File: config.mk
export PLATFORM = sky130hd
export DESIGN_NAME = heartbeat_watchdog_supervisor
export DESIGN_NICKNAME = d
export VERILOG_FILES = /design/src/rtl/core/hbw_pkg.sv /design/src/rtl/core/hbw_tick.sv /design/src/rtl/core/hbw_out_queue.sv /design/src/rtl/core/heartbeat_watchdog_supervisor.sv
export SDC_FILE = /design/constraint.sdc
export NUM_CORES = 1
export LEC_CHECK = 0
export CORE_MARGIN = 5
export CORE_UTILIZATION = 55
export DETAILED_ROUTE_END_ITERATION = 6
export DONT_BUFFER_PORTS = 1
export PLACE_DENSITY = 0.7
export SLEW_MARGIN = 20
export SYNTH_ARGS = -nofsm -noshare
export SYNTH_HDL_FRONTEND = slang
export SYNTH_SLANG_ARGS = --single-unit
File: constraint.sdc
create_clock -name clk -period 5.1 [get_ports clk]
set_clock_uncertainty 0.05 [all_clocks]
set_input_delay 0.255 -clock clk [delete_from_list [all_inputs] [get_ports clk]]
set_output_delay 0.255 -clock clk [all_outputs]
set_load 0.02 [all_outputs]
File: src/rtl/core/hbw_pkg.sv
`timescale 1ns / 1ps
// ----------------------------------------------------------------------------
// hbw_pkg
// shared types and constants of the heartbeat watchdog supervisor
// ----------------------------------------------------------------------------
package hbw_pkg;

    // configuration registers are all 16 bits wide
    localparam int CFG_W = 16;

    localparam logic [CFG_W-1:0] GRACE_RESET   = 16'd8000;
    localparam logic [CFG_W-1:0] STALL_RESET   = 16'd2500;
    localparam logic [CFG_W-1:0] TIMEOUT_RESET = 16'd4000;

    // configuration register indexes
    typedef enum logic [1:0] {
        REG_GRACE   = 2'd0,
        REG_STALL   = 2'd1,
        REG_TIMEOUT = 2'd2
    } cfg_idx_t;

    // stalled task codes
    localparam logic [1:0] TASK_NONE = 2'd0;

    // one result item
    typedef struct packed {
        logic       refresh;
        logic       in_grace;
        logic       stall_report;
        logic [1:0] stalled_task;
        logic       reset_request;
    } result_t;

endpackage

File: src/rtl/core/hbw_tick.sv
`timescale 1ns / 1ps
// ----------------------------------------------------------------------------
// hbw_tick
// next-state and result logic for one millisecond tick
// ----------------------------------------------------------------------------
module hbw_tick
    import hbw_pkg::*;
#(
    parameter int TIME_WIDTH = 16
)
(
    input  logic                  kick_first,
    input  logic                  kick_second,
    input  logic                  poll,
    input  logic [CFG_W-1:0]      grace_ms,
    input  logic [CFG_W-1:0]      stall_ms,
    input  logic [CFG_W-1:0]      timeout_ms,
    input  logic [TIME_WIDTH-1:0] elapsed,
    input  logic [TIME_WIDTH-1:0] first_age,
    input  logic [TIME_WIDTH-1:0] second_age,
    input  logic                  stall_logged,
    input  logic [CFG_W-1:0]      countdown,
    input  logic                  expired,
    output logic [TIME_WIDTH-1:0] elapsed_next,
    output logic [TIME_WIDTH-1:0] first_age_next,
    output logic [TIME_WIDTH-1:0] second_age_next,
    output logic                  stall_logged_next,
    output logic [CFG_W-1:0]      countdown_next,
    output logic                  expired_next,
    output result_t               res
);

    localparam int CMP_W = (TIME_WIDTH > CFG_W) ? TIME_WIDTH : CFG_W;
    localparam logic [TIME_WIDTH-1:0] TIME_MAX = {TIME_WIDTH{1'b1}};
    localparam logic [TIME_WIDTH-1:0] TIME_ONE = TIME_WIDTH'(1);
    localparam logic [CFG_W-1:0]      CNT_ONE  = CFG_W'(1);

    logic       grace;
    logic       stall_first;
    logic       stall_second;
    logic [1:0] task_bits;
    logic       refresh;
    logic       report;

    // saturating advance, then kicks clear their own age
    always_comb
    begin
        elapsed_next    = (elapsed == TIME_MAX) ? elapsed : elapsed + TIME_ONE;
        first_age_next  = (first_age == TIME_MAX) ? first_age : first_age + TIME_ONE;
        second_age_next = (second_age == TIME_MAX) ? second_age : second_age + TIME_ONE;
        if (kick_first)
        begin
            first_age_next = '0;
        end
        if (kick_second)
        begin
            second_age_next = '0;
        end
    end

    assign grace        = CMP_W'(elapsed_next) < CMP_W'(grace_ms);
    assign stall_first  = CMP_W'(first_age_next) >= CMP_W'(stall_ms);
    assign stall_second = CMP_W'(second_age_next) >= CMP_W'(stall_ms);

    always_comb
    begin
        refresh           = 1'b0;
        report            = 1'b0;
        task_bits         = TASK_NONE;
        stall_logged_next = stall_logged;
        if (poll)
        begin
            if (grace)
            begin
                refresh = 1'b1;
            end
            else
            begin
                task_bits = {stall_second, stall_first};
                if (task_bits == TASK_NONE)
                begin
                    refresh = 1'b1;
                end
                else if (!stall_logged)
                begin
                    stall_logged_next = 1'b1;
                    report            = 1'b1;
                end
            end
        end
    end

    // watchdog downcounter, stops at zero
    always_comb
    begin
        if (refresh)
        begin
            countdown_next = timeout_ms;
        end
        else if (countdown != '0)
        begin
            countdown_next = countdown - CNT_ONE;
        end
        else
        begin
            countdown_next = countdown;
        end
        expired_next = expired | (countdown_next == '0);
    end

    always_comb
    begin
        res.refresh       = refresh;
        res.in_grace      = grace;
        res.stall_report  = report;
        res.stalled_task  = task_bits;
        res.reset_request = expired_next;
    end

endmodule

File: src/rtl/core/hbw_out_queue.sv
`timescale 1ns / 1ps
// ----------------------------------------------------------------------------
// hbw_out_queue
// two-entry result buffer, keeps input accepting while output is stalled until both entries fill
// ----------------------------------------------------------------------------
module hbw_out_queue
    import hbw_pkg::*;
(
    input  logic    clk,
    input  logic    rst_n,
    input  logic    push,
    input  result_t push_data,
    output logic    full,
    output logic    out_valid,
    input  logic    out_ready,
    output result_t head
);

    result_t    slot0_reg, slot0_next;
    result_t    slot1_reg, slot1_next;
    logic [1:0] count_reg, count_next;
    logic       pop;

    assign pop       = out_valid && out_ready;
    assign out_valid = (count_reg != 2'd0);
    assign full      = (count_reg == 2'd2);
    assign head      = slot0_reg;

    always_comb
    begin
        slot0_next = slot0_reg;
        slot1_next = slot1_reg;
        count_next = count_reg;
        if (pop)
        begin
            slot0_next = slot1_reg;
            count_next = count_reg - 2'd1;
        end
        if (push)
        begin
            if (count_next == 2'd0)
            begin
                slot0_next = push_data;
            end
            else
            begin
                slot1_next = push_data;
            end
            count_next = count_next + 2'd1;
        end
    end

    always_ff @(posedge clk or negedge rst_n)
    begin
        if (!rst_n)
        begin
            count_reg <= 2'd0;
        end
        else
        begin
            count_reg <= count_next;
        end
    end

    always_ff @(posedge clk)
    begin
        slot0_reg <= slot0_next;
        slot1_reg <= slot1_next;
    end

    a_count_bound: assert property (@(posedge clk) disable iff (!rst_n)
        count_reg != 2'd3)
        else $error("result buffer count out of range");

    a_no_push_full: assert property (@(posedge clk) disable iff (!rst_n)
        push |-> !full)
        else $error("push into full result buffer");

    a_pop_only_push_only: assert property (@(posedge clk) disable iff (!rst_n)
        (push && !pop) |=> (count_reg == $past(count_reg) + 2'd1))
        else $error("result buffer lost a push");

endmodule

File: src/rtl/core/heartbeat_watchdog_supervisor.sv
`timescale 1ns / 1ps
// ----------------------------------------------------------------------------
// heartbeat_watchdog_supervisor
// per-millisecond heartbeat ages, supervise polls and watchdog countdown
// ----------------------------------------------------------------------------
//
//  channel  handshake             payload
//  -------  --------------------  -------------------------------------------
//  cfg      cfg_valid/cfg_ready   cfg_index, cfg_data (grace, stall, timeout)
//  in       in_valid/in_ready     kick_first, kick_second, poll (one tick)
//  out      out_valid/out_ready   refresh, in_grace, stall_report,
//                                 stalled_task, reset_request
//
//  one tick per clock while in_ready is high: the state registers update in
//  the cycle of the transfer and the result enters a two-entry output buffer
//  in_ready drops only when both buffer entries wait on a stalled output
//  reset clears ages and elapsed time, reloads register defaults and the
//  countdown; cfg_ready is always high
//
module heartbeat_watchdog_supervisor
    import hbw_pkg::*;
#(
    parameter int TIME_WIDTH = 16
)
(
    input  logic             clk,
    input  logic             rst_n,
    // configuration writes
    input  logic             cfg_valid,
    output logic             cfg_ready,
    input  logic [1:0]       cfg_index,
    input  logic [CFG_W-1:0] cfg_data,
    // tick input
    input  logic             in_valid,
    output logic             in_ready,
    input  logic             kick_first,
    input  logic             kick_second,
    input  logic             poll,
    // result output
    output logic             out_valid,
    input  logic             out_ready,
    output logic             refresh,
    output logic             in_grace,
    output logic             stall_report,
    output logic [1:0]       stalled_task,
    output logic             reset_request
);

    // configuration registers
    logic [CFG_W-1:0]      grace_reg;
    logic [CFG_W-1:0]      stall_reg;
    logic [CFG_W-1:0]      timeout_reg;

    // supervisor state
    logic [TIME_WIDTH-1:0] elapsed_reg, elapsed_next;
    logic [TIME_WIDTH-1:0] first_age_reg, first_age_next;
    logic [TIME_WIDTH-1:0] second_age_reg, second_age_next;
    logic                  stall_logged_reg, stall_logged_next;
    logic [CFG_W-1:0]      countdown_reg, countdown_next;
    logic                  expired_reg, expired_next;

    result_t               tick_res;
    result_t               head;
    logic                  queue_full;
    logic                  in_fire;

    assign cfg_ready = 1'b1;
    assign in_ready  = !queue_full;
    assign in_fire   = in_valid && in_ready;

    // register writes, unknown indexes are dropped
    always_ff @(posedge clk or negedge rst_n)
    begin
        if (!rst_n)
        begin
            grace_reg   <= GRACE_RESET;
            stall_reg   <= STALL_RESET;
            timeout_reg <= TIMEOUT_RESET;
        end
        else if (cfg_valid)
        begin
            case (cfg_idx_t'(cfg_index))
                REG_GRACE:   grace_reg   <= cfg_data;
                REG_STALL:   stall_reg   <= cfg_data;
                REG_TIMEOUT: timeout_reg <= cfg_data;
                default:     ;
            endcase
        end
    end

    // tick evaluation
    hbw_tick #(
        .TIME_WIDTH (TIME_WIDTH)
    ) u_tick (
        .kick_first        (kick_first),
        .kick_second       (kick_second),
        .poll              (poll),
        .grace_ms          (grace_reg),
        .stall_ms          (stall_reg),
        .timeout_ms        (timeout_reg),
        .elapsed           (elapsed_reg),
        .first_age         (first_age_reg),
        .second_age        (second_age_reg),
        .stall_logged      (stall_logged_reg),
        .countdown         (countdown_reg),
        .expired           (expired_reg),
        .elapsed_next      (elapsed_next),
        .first_age_next    (first_age_next),
        .second_age_next   (second_age_next),
        .stall_logged_next (stall_logged_next),
        .countdown_next    (countdown_next),
        .expired_next      (expired_next),
        .res               (tick_res)
    );

    // state advances only on an input transfer
    always_ff @(posedge clk or negedge rst_n)
    begin
        if (!rst_n)
        begin
            elapsed_reg      <= '0;
            first_age_reg    <= '0;
            second_age_reg   <= '0;
            stall_logged_reg <= 1'b0;
            countdown_reg    <= TIMEOUT_RESET;
            expired_reg      <= 1'b0;
        end
        else if (in_fire)
        begin
            elapsed_reg      <= elapsed_next;
            first_age_reg    <= first_age_next;
            second_age_reg   <= second_age_next;
            stall_logged_reg <= stall_logged_next;
            countdown_reg    <= countdown_next;
            expired_reg      <= expired_next;
        end
    end

    // result buffer decouples the output stall from the input
    hbw_out_queue u_out_queue (
        .clk       (clk),
        .rst_n     (rst_n),
        .push      (in_fire),
        .push_data (tick_res),
        .full      (queue_full),
        .out_valid (out_valid),
        .out_ready (out_ready),
        .head      (head)
    );

    assign refresh       = head.refresh;
    assign in_grace      = head.in_grace;
    assign stall_report  = head.stall_report;
    assign stalled_task  = head.stalled_task;
    assign reset_request = head.reset_request;

    // expired never clears once latched
    a_expired_sticky: assert property (@(posedge clk) disable iff (!rst_n)
        expired_reg |=> expired_reg)
        else $error("watchdog expiry flag cleared");

    // a stall is reported only once per reset
    a_report_once: assert property (@(posedge clk) disable iff (!rst_n)
        (in_fire && tick_res.stall_report) |-> !stall_logged_reg)
        else $error("stall reported twice");

    // a refresh reloads the countdown with the timeout value
    a_refresh_loads: assert property (@(posedge clk) disable iff (!rst_n)
        (in_fire && tick_res.refresh) |=> (countdown_reg == $past(timeout_reg)))
        else $error("refresh did not reload countdown");

    // refresh and a stalled task code never come together
    a_refresh_no_stall: assert property (@(posedge clk) disable iff (!rst_n)
        (in_fire && tick_res.refresh) |-> (tick_res.stalled_task == TASK_NONE))
        else $error("refresh with stalled task");

endmodule
==> impl_summary.md, run 1 <==
Floorplanning
The die area is 0.01684 mm2. The number of placed I/O pins is 35. In this run the standard cell core region covers 0.01399 mm2. For this configuration, the core starts out at a cell density of 56.40%. The horizontal die dimension is 129.8 um. From bottom edge to top edge, the die measures 129.8 um. The number of rows in the core area is 43.

Routing
After detailed routing, the number of vias per cell comes to 6.064. After detailed routing, the average wire length per cell comes to 18.12 um. The violation count after the first detailed-route iteration is 453.

Once detail routing completed, the nets flagged for antenna violations numbered 0. The sum of routed wire length over all layers is 18.69 mm. The detailed-router iteration count before antenna repair is 5. In the routed design, unresolved DRC markers number 0.

Across all layers, the routed design uses 6252 vias.

Logic synthesis
The cell count after synthesis came out at 830. The share of synthesized flip-flops with an asynchronous set or reset is 90.63%. The register area share after synthesis is 40.96%. Counting flops with a built-in enable in the synthesized netlist gives 6. The most used flip-flop cell after synthesis is sky130_fd_sc_hd__dfrtp_1. In this run the cell area of the synthesized design comes to 0.007890 mm2.

A synthesized cell averages 9.506 um2. After synthesis the netlist holds a flip-flop and latch count of 128. Counting every net in the synthesized netlist gives 910. The total of warnings raised by yosys is 0. The number of distinct library cell variants in the gate-level netlist after synthesis is 68.

Timing
Setup repair after global routing left no endpoint under its margin. The transition time at the pin with the least slew margin is 0.9373 ns. The hold violation total from the final report was 0. The summed negative setup slack over all endpoints is 0 ns.

Setup violations remaining at the end of the flow were counted as 0. The minimum period implied by the final worst setup slack is 4.813 ns. After layout, the worst path uses 94.37% of the clock period. For this run, the top clock speed supported by timing is 207.8 MHz. The number of slew-limit violations in the final report is 0.

The worst slew margin relative to its limit is 37.38%.

CTS
The later pin in the worst-skew pair is clocked with a latency of 0.43 ns. Clock-pin slew was measured on the worst setup and hold paths at 0.06 ns. The tree is rooted in a sky130_fd_sc_hd__clkbuf_16. The clock passes through at most 2 buffers. The clock tree from TritonCTS is done. The number of clock sinks is 128.

The number of CTS-inserted buffers is 17. The number of levels the H-tree was split into is 4.

GRT
For this run, the total global-route usage over all layers was measured as 23.22%. The first global-routing pass estimated 31.30 mm of wire. The initial antenna violation count was 0. After global routing the overflow that remains totals 0. The via count of the first global-routing pass came to 6226.

Entering global routing, the biggest net connects 117 pins.

Final layout
Cells with a size suffix above 1 make up 14.34% of the layout. The layout-stage area growth over the synthesis result is 12.99%. The final standard cell count with taps included and fillers excluded is 1031. The repair_antennas step left the layout with diodes totalling 0.

The final layout contains 918 nets. The number of filler instances in the final layout is 1110.

Critical path
The maximum fanout along the worst path is 13. The required time reported for the critical path endpoint is 5.22 ns. The worst setup path is of the reg -> reg kind. STA classifies the critical path endpoint as a flip-flop. The arrival time of the worst setup path is 4.93 ns. The critical path launch point type is a flip-flop.

Outcome
The flow ran to the end, and the final reports show no timing, DRC or antenna violations.

Power and ir drop
Across the VDD grid, the largest voltage drop is 282.9 uV. The power density of the placed cells is 440.1 mW/mm2. The analysis attributes to cell leakage a power of 3.901 nW.

Place
The placer congestion estimate is 0.9049. The detailed placement HPWL is 12.79 mm. The total of buffers placed on input and output ports is 0.

The placed instance count is 979.

Hold path
The tightest min-delay check is of the in -> reg type.

Flow run
Max-cap violations in this run came to 0.
[layout by cell type (no fill, tap or decap), drive strengths merged, types with 12 or more instances in the layout]
| cell type | synthesis | routed |
|---|---|---|
| dlygate4sd3 | 0 | 19 |
| nor2 | 63 | 63 |
| o21ai | 47 | 47 |
| nor3 | 20 | 20 |
| xnor2 | 27 | 27 |
| ha | 54 | 54 |
| dfstp | 23 | 23 |
| o31ai | 14 | 14 |
| and3 | 12 | 12 |
| clkbuf | 21 | 20 |
| dfrtp | 93 | 93 |
| a21oi | 40 | 40 |
| inv | 48 | 48 |
| nand3 | 29 | 29 |
| mux2i | 23 | 23 |
| mux2 | 39 | 39 |
| nand4 | 15 | 15 |
| xor2 | 24 | 24 |
| nand2 | 86 | 86 |
[layer usage]
metal	track usage, %	vias to the layer above	wire (um)
li1	-	2995	-
met1	31.05	3073	8594
met2	38.40	143	8939
met3	4.257	41	718
met4	7.641	0	433
met5	0	-	0
[critical path, stage by stage, from the launching register on]
cell and delay [ns]:
sky130_fd_sc_hd__dfrtp_1 0.46, sky130_fd_sc_hd__ha_2 0.29, sky130_fd_sc_hd__nand4_2 0.19, sky130_fd_sc_hd__o41a_1 0.48, sky130_fd_sc_hd__and3_1 0.23, sky130_fd_sc_hd__and3_1 0.21, sky130_fd_sc_hd__and3_1 0.23, sky130_fd_sc_hd__nand3_1 0.16
sky130_fd_sc_hd__nor2_1 0.07, sky130_fd_sc_hd__xor2_1 0.14, sky130_fd_sc_hd__ha_1 0.29, sky130_fd_sc_hd__a21oi_1 0.13, sky130_fd_sc_hd__o21ai_0 0.12, sky130_fd_sc_hd__a221oi_2 0.41, sky130_fd_sc_hd__o211ai_4 0.19, sky130_fd_sc_hd__o21ai_2 0.14
sky130_fd_sc_hd__nand2_2 0.12, sky130_fd_sc_hd__inv_2 0.20, sky130_fd_sc_hd__a21oi_1 0.15, sky130_fd_sc_hd__or2_2 0.29
[final timing paths]
| check | startpoint | end | slack (ns) | depth (start not counted) |
|---|---|---|---|---|
| worst max-delay path | elapsed_reg[0]$_DFFE_PN0P_ | u_out_queue.slot1_reg[0]$_DFFE_PP_ | 0.29 | 19 |
| worst min register to register | stall_logged_reg$_DFFE_PN0P_ | stall_logged_reg$_DFFE_PN0P_ | 0.43 | 2 |
| worst min-delay path | kick_first | first_age_reg[12]$_DFFE_PN0P_ | 0.01 | 3 |
| worst max register to register | elapsed_reg[0]$_DFFE_PN0P_ | u_out_queue.slot1_reg[0]$_DFFE_PP_ | 0.29 | 19 |
| min in group asynchronous | rst_n | second_age_reg[3]$_DFFE_PN0P_ | 0.41 | 2 |
| max in group asynchronous | rst_n | countdown_reg[12]$_DFFE_PN0P_ | 4.16 | 2 |
[synth_stat cells, types with 9 or more instances]
master                      number  area, um2
sky130_fd_sc_hd__a21oi_1        40      200.2
sky130_fd_sc_hd__a2bb2oi_1       9      78.83
sky130_fd_sc_hd__and3_1         12      75.07
sky130_fd_sc_hd__buf_2          10      50.05
sky130_fd_sc_hd__clkbuf_1       21      78.83
sky130_fd_sc_hd__dfrtp_1        93       2327
sky130_fd_sc_hd__dfstp_2        23      604.3
sky130_fd_sc_hd__ha_1           54      675.7
sky130_fd_sc_hd__inv_1          47      176.4
sky130_fd_sc_hd__mux2_2         39      439.2
sky130_fd_sc_hd__mux2i_1        23      230.2
sky130_fd_sc_hd__nand2_1        85      319.1
sky130_fd_sc_hd__nand3_1        29      145.1
sky130_fd_sc_hd__nand4_1        11      68.82
sky130_fd_sc_hd__nor2_1         63      236.5
sky130_fd_sc_hd__nor3_1         20      100.1
sky130_fd_sc_hd__o21ai_0        46      230.2
sky130_fd_sc_hd__o31ai_1        14      105.1
sky130_fd_sc_hd__xnor2_1        27      236.5
sky130_fd_sc_hd__xor2_1         24      210.2
[area by class of cell]
type,count,area [um2],share of cell area (%)
Multi-Input combinational cell,617,4350,48.80
Sequential cell,128,3232,36.25
Clock buffer,20,456.7,5.123
Timing Repair Buffer,26,262.8,2.947
Tap cell,180,225.2,2.526
Clock inverter,12,207.7,2.330
Inverter,48,180.2,2.021
[through the flow]
stage / hold WS, ns / instance area, um2 / power (mW) / utilization (%) / setup slack (ns)
6_report: 0.01465 / 8915 / 3.923 / 63.73 / 0.2871
2_1_floorplan: -0.09059 / 7890 / 2.253 / - / 0.9743
5_1_grt: 0.03675 / 8915 / 4.138 / 63.73 / 0.02422
4_1_cts: 0.001537 / 8892 / 3.925 / 63.57 / 0.1412
3_3_place_gp: -0.08339 / 8010 / 2.436 / 57.26 / 0.4738
3_5_place_dp: -0.08396 / 8010 / 2.500 / 57.26 / 0.2412
[cells by family (layout without fill, tap and decap cells)]
| group | count (synthesis) | count (layout) | synth area share [%] |
|---|---|---|---|
| multiplexers | 62 | 62 | 8.484 |
| other | 1 | 1 | 0.04753 |
| buffers and inverters | 85 | 106 | 4.345 |
| AND/OR/NAND/NOR | 279 | 279 | 17.89 |
| flip-flops | 128 | 128 | 40.96 |
| AO/OA/AOI/OAI | 170 | 170 | 14.05 |
| XOR/XNOR | 51 | 51 | 5.661 |
| adder cells (fa/ha/maj) | 54 | 54 | 8.563 |
[where the power goes]
group | internal, mW | leakage [nW] | switching (mW)
Clock | 0.896 | 0.313 | 0.477
Sequential | 1.28 | 1.53 | 0.261
Combinational | 0.437 | 2.06 | 0.567
[what timing repair did]
action,CTS,global route
endpoints found under the hold margin,174,0
hold buffers,20,0
gates resized for setup,0,4
endpoints found under the setup margin,0,7
buffers inserted,0,0
Power figures use the tool's default switching activity.
==> inputs of run 2 (changes only) <==
Settings changed: SYNTH_HIERARCHICAL from default to 1.
==> run 2 against run 1 <==
Worst hold slack improved by 0.10 ns. Largest cell class unchanged. Flip-flop and latch count did not move. Combinational power rose by 18%. Critical path depth fell by 2. Clock-buffer cell count fell by 1. First-iteration DRC count rose by 0.88%. Register-to-register slack got worse by 0.05 ns. Maximum frequency fell by 1.1%. Sequential share of layout area rose by 0.26 points. Non-clock buffer count fell by 2. Die area rose by 0.73%.
==> impl_summary.md, run 2 <==
Outcome
Outcome: completed (unchanged).

Power and ir drop
The maximum vdd ir drop is 306.8 uV (was 282.9 uV). The power density of the placed cells was 443.8 mW/mm2 (was 440.1 mW/mm2). The leakage component of the power came to 3.906 nW (was 3.901 nW). The power consumption is 3.928 mW (was 3.923 mW).

Final layout
The final standard cell count with taps included and fillers excluded is 957 (was 1031). The number of filler instances in the final layout came to 1143 (was 1110). The net total in the final layout is 839 (was 918). The layout-stage area growth over the synthesis result came to 11.30% (was 12.99%). Highest-count cells in the layout ignoring fill and taps: sky130_fd_sc_hd__mux2_2 (122), sky130_fd_sc_hd__dfrtp_1 (93), sky130_fd_sc_hd__ha_1 (55) (was sky130_fd_sc_hd__dfrtp_1 (93), sky130_fd_sc_hd__nand2_1 (85), sky130_fd_sc_hd__nor2_1 (63)). The most common library cell in the layout ignoring fill and taps is sky130_fd_sc_hd__mux2_2 (was sky130_fd_sc_hd__dfrtp_1). The utilization of the core after routing is 61.60% (was 63.73%). The proportion of layout cells with a drive suffix above 1 was 26.98% (was 14.34%).

CTS
The maximum buffer depth of the clock tree came to 2 (unchanged). The clock latency on the worst-skew pair is 0.41 ns (was 0.43 ns). The clock root buffer master is sky130_fd_sc_hd__clkbuf_16 (unchanged). The register clock-pin slew on the reported worst setup and hold paths is 0.06 ns (about the same).

The clock tree from TritonCTS is done (unchanged). The number of clock sinks is 128 (unchanged). The number of CTS-inserted buffers came to 17 (unchanged). The number of levels the H-tree was split into was 4 (unchanged).

Logic synthesis
The post-synthesis instance area came to 0.007953 mm2 (was 0.007890 mm2). The mux share of post-synthesis cell area was 18.85% (was 8.484%). The area fraction in compound gates after synthesis is 7.914% (was 14.05%). The most used flip-flop cell after synthesis is sky130_fd_sc_hd__dfrtp_1 (unchanged). The most used standard cell by instance count after synthesis is sky130_fd_sc_hd__mux2_2 (was sky130_fd_sc_hd__dfrtp_1). The cell type with the largest total area after synthesis is sky130_fd_sc_hd__dfrtp_1 (unchanged).

The post-synthesis simple-gate area fraction is 14.52% (was 17.89%). The share of synthesized flip-flops with an asynchronous set or reset is 90.63% (unchanged). The synthesized netlist net count is 821 (was 910). The register area share after synthesis is 40.64% (was 40.96%). The fraction of post-synthesis cell area in the top cell type by area is 29.26% (was 29.50%).

Synth top cells by count: sky130_fd_sc_hd__mux2_2 (122), sky130_fd_sc_hd__dfrtp_1 (93), sky130_fd_sc_hd__ha_1 (55) (was sky130_fd_sc_hd__dfrtp_1 (93), sky130_fd_sc_hd__nand2_1 (85), sky130_fd_sc_hd__nor2_1 (63)). The number of flops mapped to enable cells by yosys came to 6 (unchanged). The number of distinct library cell variants in the gate-level netlist after synthesis is 63 (was 68). The adder-cell area share of the yosys netlist is 8.653% (was 8.563%). The main combinational cell family by area after synthesis is multiplexers (was simple AND/OR/NAND/NOR gates).

The cell count after synthesis came to 740 (was 830). The parity-gate share of the synthesized area counting xor and xnor cells is 5.050% (was 5.661%). Dominant cells by area after synthesis: sky130_fd_sc_hd__dfrtp_1 (29%), sky130_fd_sc_hd__mux2_2 (17%), sky130_fd_sc_hd__ha_1 (8.7%), sky130_fd_sc_hd__dfstp_2 (7.6%), sky130_fd_sc_hd__xor2_1 (2.5%) (was sky130_fd_sc_hd__dfrtp_1 (29%), sky130_fd_sc_hd__ha_1 (8.6%), sky130_fd_sc_hd__dfstp_2 (7.7%), sky130_fd_sc_hd__mux2_2 (5.6%), sky130_fd_sc_hd__nand2_1 (4.0%)).

The mean post-synth cell area is 10.75 um2 (was 9.506 um2). The flip-flop and latch count after synthesis is 128 (unchanged). The total of warnings raised by yosys came to 6 (was 0).

Timing
The transition time at the pin with the least slew margin is 0.9835 ns (was 0.9373 ns). The number of slew-limit violations in the final report is 0 (unchanged). The worst slew margin relative to its limit is 34.29% (was 37.38%). The minimum period implied by the final worst setup slack is 4.867 ns (was 4.813 ns). The maximum frequency from static timing analysis is 205.5 MHz (was 207.8 MHz). The final setup violation count came to 0 (unchanged). Unrepaired setup endpoints after global routing: false (unchanged). The share of the cycle needed by the critical path after routing is 95.43% (was 94.37%). The hold violation total from the final report is 0 (unchanged). The summed negative setup slack over all endpoints is 0 ns (unchanged).

Critical path
The end of the worst register-to-register path was expired_reg$_DFFE_PN0P_ (was u_out_queue.slot1_reg[0]$_DFFE_PP_). The flop-to-flop setup slack is 0.23 ns (was 0.29 ns). The type of the worst setup path is reg -> reg (unchanged).

The required time reported for the critical path endpoint is 5.35 ns (was 5.22 ns). The number of cell instances on the worst register-to-register path is 17 (was 19). The reg-to-reg critical path startpoint is elapsed_reg[0]$_DFFE_PN0P_ (unchanged). The maximum fanout along the worst path is 14 (was 13). The arrival time of the worst setup path is 5.11 ns (was 4.93 ns). The critical path launch point type is a flip-flop (unchanged). The type of destination of the critical path is a flip-flop (unchanged).

Hold path
The startpoint of the most critical hold path is kick_second (was kick_first). The type of the worst min-delay path is in -> reg (unchanged). The endpoint with the worst hold slack is second_age_reg[6]$_DFFE_PN0P_ (was first_age_reg[12]$_DFFE_PN0P_). The number of cells on the worst hold path is 2 (was 3).

GRT
The routing usage on met3 is 5.485% (was 4.257%). The global-route met2 utilization came to 34.97% (was 38.40%). The initial antenna violation count is 2 (was 0). The pin count of the biggest net entering global routing is 117 (unchanged). The total grt overflow is 0 (unchanged). The most used routing layer in global routing is met2 (unchanged).

The wire length of the first global-routing pass is 28.16 mm (was 31.30 mm). The met1 track demand over resource in global routing is 28.20% (was 31.05%). The total global routing track utilization is 21.33% (was 23.22%). The via count of the first global-routing pass is 5583 (was 6226).

Floorplanning
The number of rows in the core area is 44 (was 43). The number of placed I/O pins was 35 (unchanged). The die area is 0.01696 mm2 (was 0.01684 mm2). The initial standard-cell utilization of the core was 55.35% (was 56.40%).

The die extent in y is 130.2 um (was 129.8 um). The core outline area is 0.01437 mm2 (was 0.01399 mm2). The horizontal die dimension is 130.2 um (was 129.8 um).

Routing
The via count of the routed design is 5681 (was 6252). The routed wirelength normalized by instance count is 18.56 um (was 18.12 um). The sum of routed wire length over all layers is 17.76 mm (was 18.69 mm). The via density per instance came to 5.936 (was 6.064). The number of design rule violations left after detail routing was 0 (unchanged). The remaining antenna violation count is 0 (unchanged). The detailed-router iteration count before antenna repair is 5 (unchanged). The violation count after the first detailed-route iteration is 457 (was 453).

Flow run
The max capacitance violation total is 0 (unchanged).

Place
The placed instance count came to 898 (was 979). The total of buffers placed on input and output ports is 0 (unchanged). The placer congestion estimate is 0.8597 (was 0.9049). The detailed placement HPWL is 12.30 mm (was 12.79 mm).
[run 2: cell count changes in the layout (fill, tap and decap cells not counted), moves of 7 or more]
| cell | change |
|---|---|
| sky130_fd_sc_hd__mux2_2 | +83 |
| sky130_fd_sc_hd__nand2_1 | -47 |
| sky130_fd_sc_hd__o21ai_0 | -21 |
| sky130_fd_sc_hd__nor2_1 | -14 |
| sky130_fd_sc_hd__mux2i_1 | -12 |
| sky130_fd_sc_hd__o31ai_1 | -10 |
| sky130_fd_sc_hd__a2bb2oi_1 | -9 |
| sky130_fd_sc_hd__a21oi_1 | -8 |
| sky130_fd_sc_hd__a31oi_1 | -8 |
| sky130_fd_sc_hd__o21a_1 | -7 |
[run 2: timing repair]
action / 4_1_cts / 5_1_grt
hold buffers: 18 / 0
setup endpoints to repair: 0 / 21
setup buffers: 0 / 5
endpoints found under the hold margin: 164 / 0
resized for setup: 0 / 4
[run 2: worst max-delay path, cell delays in order (launching register included)]
cell and delay, ns:
sky130_fd_sc_hd__dfrtp_1 0.43, sky130_fd_sc_hd__ha_1 0.26, sky130_fd_sc_hd__nand3_1 0.18, sky130_fd_sc_hd__nor4_4 0.08
sky130_fd_sc_hd__and2b_1 0.21, sky130_fd_sc_hd__and3_1 0.24, sky130_fd_sc_hd__nand2_1 0.10, sky130_fd_sc_hd__nor3_1 0.39
sky130_fd_sc_hd__nand3_1 0.18, sky130_fd_sc_hd__xnor2_1 0.26, sky130_fd_sc_hd__ha_1 0.30, sky130_fd_sc_hd__and4_1 0.20
sky130_fd_sc_hd__a221oi_1 0.47, sky130_fd_sc_hd__o21ai_0 0.30, sky130_fd_sc_hd__nand2_2 0.26, sky130_fd_sc_hd__o21ai_2 0.25
sky130_fd_sc_hd__a31o_2 0.30, sky130_fd_sc_hd__mux2_2 0.27
[run 2: logic make-up (layout without fill, tap and decap cells)]
logic type | count (synthesis) | in the layout
other cells | 1 | 3
mux | 134 | 134
xor+xnor | 45 | 45
buf+inv | 71 | 100
compound gates | 97 | 99
simple gates | 209 | 209
flops | 128 | 128
fa+ha+maj | 55 | 55
[run 2: worst max path at each step]
stage,startpoint,endpoint
6_report,elapsed_reg[0]$_DFFE_PN0P_,expired_reg$_DFFE_PN0P_
5_1_grt,second_age_reg[3]$_DFFE_PN0P_,countdown_reg[1]$_DFFE_PN0P_
4_1_cts,second_age_reg[3]$_DFFE_PN0P_,expired_reg$_DFFE_PN0P_
3_5_place_dp,second_age_reg[3]$_DFFE_PN0P_,expired_reg$_DFFE_PN0P_
3_3_place_gp,second_age_reg[3]$_DFFE_PN0P_,countdown_reg[1]$_DFFE_PN0P_
2_1_floorplan,second_age_reg[3]$_DFFE_PN0P_,u_out_queue/slot1_reg[0]$_DFFE_PP_
[run 2: final cells by class]
type	instances	area, um2	area share [%]
Multi-Input combinational cell	543	4412	49.84
Timing Repair Buffer	24	242.7	2.742
Clock buffer	19	454.2	5.131
Antenna cell	2	5.005	0.05655
Clock inverter	13	110.1	1.244
Tap cell	184	230.2	2.601
Sequential cell	128	3232	36.51
Inverter	44	165.2	1.866
[run 2: routing by layer]
layer / vias to the layer above / wire [um]
met5: - / 0
li1: 2725 / -
met1: 2806 / 8066
met3: 28 / 628
met4: 0 / 274
met2: 122 / 8789
[run 2: stage by stage]
stage / setup WS (ns) / cell area [um2] / hold slack [ns]
floorplan: 1.081 / 7953 / -0.09059
global placement: 0.3537 / 8016 / -0.08547
detailed placement: 0.1216 / 8016 / -0.08550
CTS: 0.09333 / 8778 / 0.1055
global route: 0.001393 / 8851 / 0.1270
finish: 0.2331 / 8851 / 0.1149
[run 2: power by group]
part           internal (mW)  switching [mW]  total, mW
Sequential              1.31           0.289       1.59
Clock                  0.698           0.454       1.15
Combinational          0.579           0.603       1.18
Total                   2.58            1.35       3.93
